===== config.mk =====
export PLATFORM = sky130hd
export DESIGN_NAME = lut_mac_address_filter_bank
export DESIGN_NICKNAME = d
export VERILOG_FILES = /design/src/design/lmaf_pkg.sv /design/src/design/lmaf_unit.sv /design/src/design/lut_mac_address_filter_bank.sv
export SDC_FILE = /design/constraint.sdc
export NUM_CORES = 2
export LEC_CHECK = 0
export BUFFER_PORTS_ARGS = -buffer_cell sky130_fd_sc_hd__clkbuf_2
export CAP_MARGIN = 10
export CELL_PAD_IN_SITES_DETAIL_PLACEMENT = 1
export CELL_PAD_IN_SITES_GLOBAL_PLACEMENT = 2
export CORE_AREA = 3 3 360 291
export CTS_CLUSTER_DIAMETER = 200
export CTS_CLUSTER_SIZE = 12
export DETAILED_ROUTE_END_ITERATION = 10
export DIE_AREA = 0 0 363 294
export GPL_TIMING_DRIVEN = 0
export PLACE_DENSITY_LB_ADDON = 0.1
export SYNTH_ARGS = -nofsm -noshare
export SYNTH_HDL_FRONTEND = slang
export SYNTH_SLANG_ARGS = --single-unit

===== constraint.sdc =====
create_clock -name clock -period 5.7 [get_ports clock]
set_clock_uncertainty 0.2 [all_clocks]
set_input_delay 0.285 -clock clock [delete_from_list [all_inputs] [get_ports clock]]
set_output_delay 0.285 -clock clock [all_outputs]
set_load 0.01 [all_outputs]

===== src/design/lmaf_pkg.sv =====
// Package for the MAC address filter bank: opcodes, field widths, table geometry
// and the control struct that the top level passes to each match unit.
// No dependencies.
`timescale 1ns / 1ps
`default_nettype none

package lmaf_pkg;

   localparam int OPCODE_W        = 3;
   localparam int WORD_W          = 32;
   localparam int MAC_W           = 48;
   localparam int HITS_W          = 4;
   localparam int NIBBLE_W        = 4;
   localparam int TABLE_W         = 16;
   localparam int TABLES_PER_UNIT = 12;
   localparam int PAIR_LSB        = 8;
   localparam int LAST_FLAG_BIT   = 9;

   localparam logic [OPCODE_W-1:0] OP_WRITE_SELECT  = 3'd0;
   localparam logic [OPCODE_W-1:0] OP_WRITE_CONTROL = 3'd1;
   localparam logic [OPCODE_W-1:0] OP_LOAD_WORD     = 3'd2;
   localparam logic [OPCODE_W-1:0] OP_READ_CONTROL  = 3'd3;
   localparam logic [OPCODE_W-1:0] OP_READ_REVISION = 3'd4;
   localparam logic [OPCODE_W-1:0] OP_MATCH_ADDRESS = 3'd5;

   typedef struct packed {
      logic load;
      logic last_flag;
   } lmaf_unit_ctrl_type;

endpackage

`default_nettype wire


===== src/design/lmaf_unit.sv =====
// One address match unit: twelve 16-entry nibble truth tables, its enable bit,
// the two-bit shift load and the AND of the table verdicts. Uses lmaf_pkg.
`timescale 1ns / 1ps
`default_nettype none

module lmaf_unit
   import lmaf_pkg::*;
(
   input  wire logic               clock,
   input  wire logic               reset,
   input  wire lmaf_unit_ctrl_type ctrl,
   input  wire logic [WORD_W-1:0]  load_word,
   input  wire logic [MAC_W-1:0]   dest_mac,
   output logic                    hit
);

   logic [TABLE_W-1:0] tbl_ff [TABLES_PER_UNIT];
   logic [TABLE_W-1:0] tbl_in [TABLES_PER_UNIT];
   logic               enable_ff;
   logic               enable_in;
   logic [TABLES_PER_UNIT-1:0] verdict;

   for (genvar t = 0; t < TABLES_PER_UNIT; t++) begin : g_table
      always_comb begin
         tbl_in[t] = tbl_ff[t];
         if (ctrl.load) begin
            tbl_in[t] = {tbl_ff[t][TABLE_W-3:0], load_word[PAIR_LSB + 2*t +: 2]};
         end
      end

      assign verdict[t] = tbl_ff[t][dest_mac[NIBBLE_W*t +: NIBBLE_W]];

      always_ff @(posedge clock) begin
         if (reset) begin
            tbl_ff[t] <= '0;
         end else begin
            tbl_ff[t] <= tbl_in[t];
         end
      end
   end

   always_comb begin
      enable_in = enable_ff;
      if (ctrl.load) begin
         enable_in = ctrl.last_flag;
      end
   end

   always_ff @(posedge clock) begin
      if (reset) begin
         enable_ff <= 1'b0;
      end else begin
         enable_ff <= enable_in;
      end
   end

   assign hit = enable_ff & (&verdict);

endmodule

`default_nettype wire


===== src/design/lut_mac_address_filter_bank.sv =====
// Top level of the MAC address filter bank: input register, opcode decode,
// the bank of lmaf_unit match units and the result register. Uses lmaf_pkg.
`timescale 1ns / 1ps
`default_nettype none

// The bank takes one item per clock cycle while the output is not stalled and
// returns exactly one result item for each. An item is captured in the input
// register, decoded and looked up against all unit tables combinationally, and
// its result lands in the result register that drives the output ports. Loads,
// select and control writes take effect in order, so a match query sees every
// write accepted before it. The result register and the input register each
// hold one item, which lets a new item enter while a finished result waits. A
// revision read reports NUM_UNITS in bits 15:8.
module lut_mac_address_filter_bank
   import lmaf_pkg::*;
#(
   parameter int NUM_UNITS = 4
)
(
   input  wire logic                 clock,
   input  wire logic                 reset,
   input  wire logic                 req_valid,
   output logic                      req_stall,
   input  wire logic [OPCODE_W-1:0]  req_opcode,
   input  wire logic [WORD_W-1:0]    req_write_data,
   input  wire logic [MAC_W-1:0]     req_dest_mac,
   output logic                      rsp_valid,
   input  wire logic                 rsp_stall,
   output logic [WORD_W-1:0]         rsp_read_data,
   output logic [HITS_W-1:0]         rsp_unit_hits,
   output logic                      rsp_accepted
);

   logic                  in_valid_ff;
   logic                  in_valid_in;
   logic [OPCODE_W-1:0]   in_opcode_ff;
   logic [WORD_W-1:0]     in_write_data_ff;
   logic [MAC_W-1:0]      in_dest_mac_ff;

   logic                  out_valid_ff;
   logic                  out_valid_in;
   logic [WORD_W-1:0]     out_read_data_ff;
   logic [WORD_W-1:0]     out_read_data_in;
   logic [HITS_W-1:0]     out_unit_hits_ff;
   logic [HITS_W-1:0]     out_unit_hits_in;
   logic                  out_accepted_ff;
   logic                  out_accepted_in;

   logic [NUM_UNITS-1:0]  select_ff;
   logic [NUM_UNITS-1:0]  select_in;
   logic                  last_flag_ff;
   logic                  last_flag_in;

   logic                  advance;
   logic                  fire;
   logic                  req_take;
   logic                  is_load;
   logic [NUM_UNITS-1:0]  hits;
   logic [NUM_UNITS+HITS_W-1:0] hits_ext;

   assign advance  = !out_valid_ff || !rsp_stall;
   assign fire     = in_valid_ff && advance;
   assign req_stall = in_valid_ff && !advance;
   assign req_take = req_valid && !req_stall;
   assign is_load  = fire && (in_opcode_ff == OP_LOAD_WORD);

   for (genvar u = 0; u < NUM_UNITS; u++) begin : g_unit
      lmaf_unit_ctrl_type ctrl;

      assign ctrl.load      = is_load && select_ff[u];
      assign ctrl.last_flag = last_flag_ff;

      lmaf_unit u_unit (
         .clock     (clock),
         .reset     (reset),
         .ctrl      (ctrl),
         .load_word (in_write_data_ff),
         .dest_mac  (in_dest_mac_ff),
         .hit       (hits[u])
      );
   end

   assign hits_ext = {{HITS_W{1'b0}}, hits};

   always_comb begin
      select_in        = select_ff;
      last_flag_in     = last_flag_ff;
      out_read_data_in = '0;
      out_unit_hits_in = '0;
      out_accepted_in  = 1'b0;
      unique case (in_opcode_ff)
         OP_WRITE_SELECT: begin
            if (fire) begin
               select_in = in_write_data_ff[NUM_UNITS-1:0];
            end
         end
         OP_WRITE_CONTROL: begin
            if (fire) begin
               last_flag_in = in_write_data_ff[LAST_FLAG_BIT];
            end
         end
         OP_LOAD_WORD: begin
         end
         OP_READ_CONTROL: begin
            out_read_data_in[LAST_FLAG_BIT] = last_flag_ff;
         end
         OP_READ_REVISION: begin
            out_read_data_in = {16'd0, 8'(NUM_UNITS), 8'd0};
         end
         OP_MATCH_ADDRESS: begin
            out_unit_hits_in = hits_ext[HITS_W-1:0];
            out_accepted_in  = |hits;
         end
         default: begin
         end
      endcase
   end

   always_comb begin
      in_valid_in = in_valid_ff;
      if (req_take) begin
         in_valid_in = 1'b1;
      end else if (fire) begin
         in_valid_in = 1'b0;
      end
      out_valid_in = out_valid_ff;
      if (advance) begin
         out_valid_in = in_valid_ff;
      end
   end

   always_ff @(posedge clock) begin
      if (reset) begin
         in_valid_ff  <= 1'b0;
         out_valid_ff <= 1'b0;
         select_ff    <= '0;
         last_flag_ff <= 1'b0;
      end else begin
         in_valid_ff  <= in_valid_in;
         out_valid_ff <= out_valid_in;
         select_ff    <= select_in;
         last_flag_ff <= last_flag_in;
      end
   end

   always_ff @(posedge clock) begin
      if (req_take) begin
         in_opcode_ff     <= req_opcode;
         in_write_data_ff <= req_write_data;
         in_dest_mac_ff   <= req_dest_mac;
      end
      if (fire) begin
         out_read_data_ff <= out_read_data_in;
         out_unit_hits_ff <= out_unit_hits_in;
         out_accepted_ff  <= out_accepted_in;
      end
   end

   assign rsp_valid     = out_valid_ff;
   assign rsp_read_data = out_read_data_ff;
   assign rsp_unit_hits = out_unit_hits_ff;
   assign rsp_accepted  = out_accepted_ff;

endmodule

`default_nettype wire


# Word-level counts from Yosys, hierarchy flattened
# Memories as Yosys holds them, arrays and structs flattened.
# Cells that the tools add are included.
# op_classes
order_cmp	12
eq_ne	5
mux	198
n_bitwise	52
n_reduce_logical	22
# op_table
cell	n
$mux 16	96
$bmux 1 s4	48
$lt 4x5->1 const B	12
$mux 1	54
$or 1x1->1	48
$reduce_and 12->1	4
$logic_and 1x1->1	8
$eq 3x2->1 const B	2
$eq 3x3->1 const B	2
$and 1x1->1	4
$logic_not 1->1	4
$reduce_and 2->1	2
$reduce_or 4->1	1
$eq 3x1->1 const B	1
$logic_not 3->1	1
$reduce_bool 2->1	1
$logic_or 1x1->1	1
# word_totals
regBits	122
ram_bits	768
inputBits	87
output_inout_bits	39
wordCells	308
n_memories	4
# memory_table
name	words	width	rd	rd_clocked_by_memory_dff	write_ports	line_no	source
g_unit[0].u_unit.tbl_ff	12	16	12	0	12	lmaf_unit.sv:17	logic [TABLE_W-1:0] tbl_ff [TABLES_PER_UNIT];
g_unit[1].u_unit.tbl_ff	12	16	12	0	12	lmaf_unit.sv:17	
g_unit[2].u_unit.tbl_ff	12	16	12	0	12	lmaf_unit.sv:17	
g_unit[3].u_unit.tbl_ff	12	16	12	0	12	lmaf_unit.sv:17	

# Logic depth before layout (Yosys ltp)
# logic_depth
depth_word	7
mapped_depth	9
ltp_nobuf	7

# Cells and area by module
# A second synthesis with hierarchy kept.
# unflattened
cells_unflattened	3063
hier_area_um2	36312.3
# by_module_without_submodules
module	n_inst	cells_per_inst	area_per_inst_um2	seq_area_each_um2
lmaf_unit	4	724	8234.1	3863.7
lut_mac_address_filter_bank	1	167	3375.7	2842.7

# Worst setup path after synthesis
# No wires, ideal clock.
# synth_timing
path_type	flip-flop to flip-flop
startpoint	register out_valid_ff, in the netlist rsp_valid
endpoint	register in_dest_mac_ff[0] (enable)
setup_ps	526
t_arrival_ps	4066
required_ps	4974
path_slack_ps	908
stages_incl_launch_ff	3
n_path_buf	0
synth_period_minus_slack_ps	4792
path_cell_list	dfxtp_1 -> and3_1 -> nor2b_1
# synth_between
elab_chain_len	6
# synth_rtl
item	line_no	source
from (decl)	lut_mac_address_filter_bank.sv:40	logic out_valid_ff;
from (signal assigned)	lut_mac_address_filter_bank.sv:140	out_valid_ff <= out_valid_in;
$logic_not 1->1	lut_mac_address_filter_bank.sv:61	assign advance = !out_valid_ff || !rsp_stall;
$logic_or 1x1->1	lut_mac_address_filter_bank.sv:61	
$logic_not 1->1	lut_mac_address_filter_bank.sv:63	assign req_stall = in_valid_ff && !advance;
$logic_and 1x1->1	lut_mac_address_filter_bank.sv:63	
via req_stall	lut_mac_address_filter_bank.sv:23	output logic req_stall,
$logic_not 1->1	lut_mac_address_filter_bank.sv:64	assign req_take = req_valid && !req_stall;
$logic_and 1x1->1	lut_mac_address_filter_bank.sv:64	
to (signal assigned)	lut_mac_address_filter_bank.sv:150	in_dest_mac_ff <= req_dest_mac;
to (decl)	lut_mac_address_filter_bank.sv:38	logic [MAC_W-1:0] in_dest_mac_ff;
# The timed path passes the listed nets, and every way through them passes these cells.
# A chain may end at the register's enable or synchronous reset.

# Final worst setup path
# layout_timing
startpoint	register in_dest_mac_ff[42]
endpoint	register out_accepted_ff, in the netlist rsp_accepted, data pin
# layout_between
elab_chain_len	5
elab_cells_between_ends	17
classes_between	mux: 8; bitwise: 4; reduce/logical: 5
# layout_rtl
item	line_no	source
$bmux 1 s4	lmaf_unit.sv:31	assign verdict[t] = tbl_ff[t][dest_mac[NIBBLE_W*t +: NIBBLE_W]];
$mux 1 (implied by the code)	lmaf_unit.sv:31	
$reduce_and 12->1	lmaf_unit.sv:57	assign hit = enable_ff & (&verdict);
$and 1x1->1	lmaf_unit.sv:57	
$reduce_or 4->1 (*)	lut_mac_address_filter_bank.sv:112	out_accepted_in = |hits;
to (signal assigned)	lut_mac_address_filter_bank.sv:155	out_accepted_ff <= out_accepted_in;
to (decl)	lut_mac_address_filter_bank.sv:46	logic out_accepted_ff;
# Every way passes the cells marked *; elsewhere a longest branch is shown, timed or not. The select of a mux whose other input is x is not followed.

==> results.md <==
* CP max stage delay at 0.97 ns
* H-tree depth at 3
* Fmax at 240 MHz
* Synthesis Warnings at 0
* ANT nets after route at 0
* Leakage power at 13.3 nW
* Pwr/cell area at 289 nW/µm²
* Slew HR at 0.199
* EDFF count, synth at 86
* DRC at 0
* Synth top area share at 0.440
* MaxCap Viol Count at 0
* Mapped Avg Cell Area at 8.89 µm²
* Routed vias/inst at 5.12
* GRT Total Usage at 0.214
* Vias in the first global route at 29300
* Final worst path period need at 4.17 ns
* Share of post-route cells with drive strength above 1 at 0.124
* Largest net degree at the start of global routing at 29
* Placed Area at 37800 µm²
* Post-synthesis sequential area ratio at 0.512
* WP depth at 8
* Critical Path Fanout Max at 10
* Final core occ at 0.406
* Core region area at 101000 µm²
* Max-slew violation count at 0
* Hold EP: in_dest_mac_ff[7]
* Post-synth cell types at 48
* Final hold violations at 0
* Worst reg2reg path startpoint: in_dest_mac_ff[42]
* CP endpoint kind: flop
* Via Count at 28900
* Hold Crit Start: req_dest_mac[7]
* Crit path max-delay cell type: a2111oi_1
* Setup TNS at 0 ns
* Synth area leader: dfxtp_1
* Die X at 363 µm
* Fill count at 11700
* CTS max path bufs at 3
* Worst-margin pin slew at 1.20 ns
* Netlist Area Pre-Place at 35500 µm²
* I/O pin count at 126
* Initial Utilization at 0.352
* Most frequent cells in the layout: nand2_1, dfxtp_1, a21oi_1
* Clock sink count at 865
* Total routed wirelength at 115 mm
* First-pass GRT wire length at 178 mm
* CTS root buf: clkbuf_16
* Final setup violating endpoints at 0
* Met1 Wirelength at 57.8 mm
* Cells after Synth at 3993
* Placed Cells at 5446
* Worst hold path class: input pin to flop
* FFs w/ async S/R, synth at 0
* Cts repair resizes at 0
* RSZ-0062 raised after global routing: false
* Row Count at 104
* Most common cell after layout, fill and taps aside: nand2_1
* Die span in y at 294 µm
* CTS clk-pin slew, worst paths at 0.06 ns
* HPWL Detailed at 81.2 mm
* Cts bufs inserted at 82
* Reg-to-reg endpoint: rsp_accepted
* Yosys reg bits at 865
* Starting DRT DRC Count at 1886
* WS Path Type: flop to flop
* Worst path cell trace: clkbuf_1, nor2b_1, a22oi_1, nand3_1, o211ai_1, a2111oi_1, o2111ai_1, a41oi_2
* Critical path arrival at 4.46 ns
* WL/cell at 20.3 µm
* Initial antenna violation count at 8
* Worst-Skew Late Latency at 0.65 ns
* CP Launch Type: flop
* Fin crit share at 0.732
* Hold path depth at 2
* Non-filler cells, final at 5646
* Die footprint at 107000 µm²
* Nets@finish at 4374
* Data required, critical path at 5.99 ns
* Max VDD drop at 0.201 mV
* Crit-path leading delay family: compound AO/OA/AOI/OAI gates
* Reg2reg setup slack at 1.53 ns
* Syn-to-layout area delta at 15.4%
* CP bufs+invs at 1
* Grt ovf at 0
* Worst r2r path cells at 8
* Routed wl met3 at 5.21 mm
* Top cells by area, synth: dfxtp_1, nand2_1, mux4_2
* PortBufs at 90
* Length of routed met2 wiring at 49.8 mm
* CTS tree: done
* First-pass DRT Iterations at 5
* Global placement routability congestion at 0.771
* Final instance area at 41000 µm²
* Ys flop type: dfxtp_1
* Outcome: finished, final reports clean
* Max layer used: met4
[logic make-up (layout without fill, tap and decap cells)]
family,after synthesis,count (layout),synth area share
and+or+nand+nor,1711,1711,0.187
DFF,865,865,0.512
AOI/OAI and AO/OA,850,850,0.125
buffers and inverters,347,644,0.0457
muxes,219,219,0.129
other,1,32,0.000106
[cells in the mapped netlist (all sizes together) (21+ instances only)]
cell type,number
nor2,23
mux4,189
nand3,44
nor2b,26
nand2,1588
buf,149
a21oi,778
mux2i,21
dfxtp,779
clkbuf,196
edfxtp,86
a22oi,33
[state kept, by name, indices dropped and copies added, names as in the netlist]
| register | flops |
|---|---|
| rsp_unit_hits | 4 |
| select_ff | 4 |
| rsp_valid | 1 |
| in_write_data_ff | 28 |
| g_unit.u_unit.enable_ff | 4 |
| in_dest_mac_ff | 48 |
| rsp_read_data | 2 |
| g_unit.u_unit.tbl_ff | 768 |
| in_opcode_ff | 3 |
| rsp_accepted | 1 |
| last_flag_ff | 1 |
| in_valid_ff | 1 |
[per-stage QoR]
step / total power, mW / hold slack (ns) / setup WS (ns)
3_3_place_gp: 6.81 / 0.240 / -3.12
6_report: 11.8 / 0.138 / 1.53
5_1_grt: 12.3 / 0.0942 / 1.43
3_5_place_dp: 6.81 / 0.246 / 1.66
2_1_floorplan: 6.60 / 0.184 / 0.908
4_1_cts: 12.0 / 0.0804 / 1.65
[what timing repair did]
item	4_1_cts	5_1_grt
hold buffers	82	0
setup buffers	0	0
endpoints found under the hold margin	90	0
[how the worst max path moves through the flow]
stage	start	endpoint
after CTS	in_dest_mac_ff[42]	rsp_accepted
after global routing	in_dest_mac_ff[42]	rsp_accepted
after floorplan	rsp_valid	in_dest_mac_ff[0]
after detailed placement	in_dest_mac_ff[42]	rsp_accepted
after global placement	rsp_stall	in_dest_mac_ff[7]
final	in_dest_mac_ff[42]	rsp_accepted
[routing by layer]
metal	GRT usage	vias up
met2	0.331	407
li1	-	14000
met1	0.315	14300
met3	0.0390	114
met4	0.0389	0
met5	0	-
[final cells by class]
type                            count  area [µm²]  area share
Sequential cell                   865       18200       0.444
Multi-Input combinational cell   2810       15800       0.386
Clock buffer                      114        2280      0.0556
Tap cell                         1325        1660      0.0405
Buffer                            345        1610      0.0394
Timing Repair Buffer              181        1390      0.0339
Clock inverter                      2        20.0    0.000489
Inverter                            2        7.51    0.000183
Antenna cell                        2        5.00    0.000122
[power by group]
group	switching [mW]	internal, mW	leakage [nW]
clock network	2.38	2.75	1.11
logic	0.304	0.175	5.09
registers	0.0488	6.18	7.11
total	2.73	9.11	13.3
(Power assumes the default switching activity.)
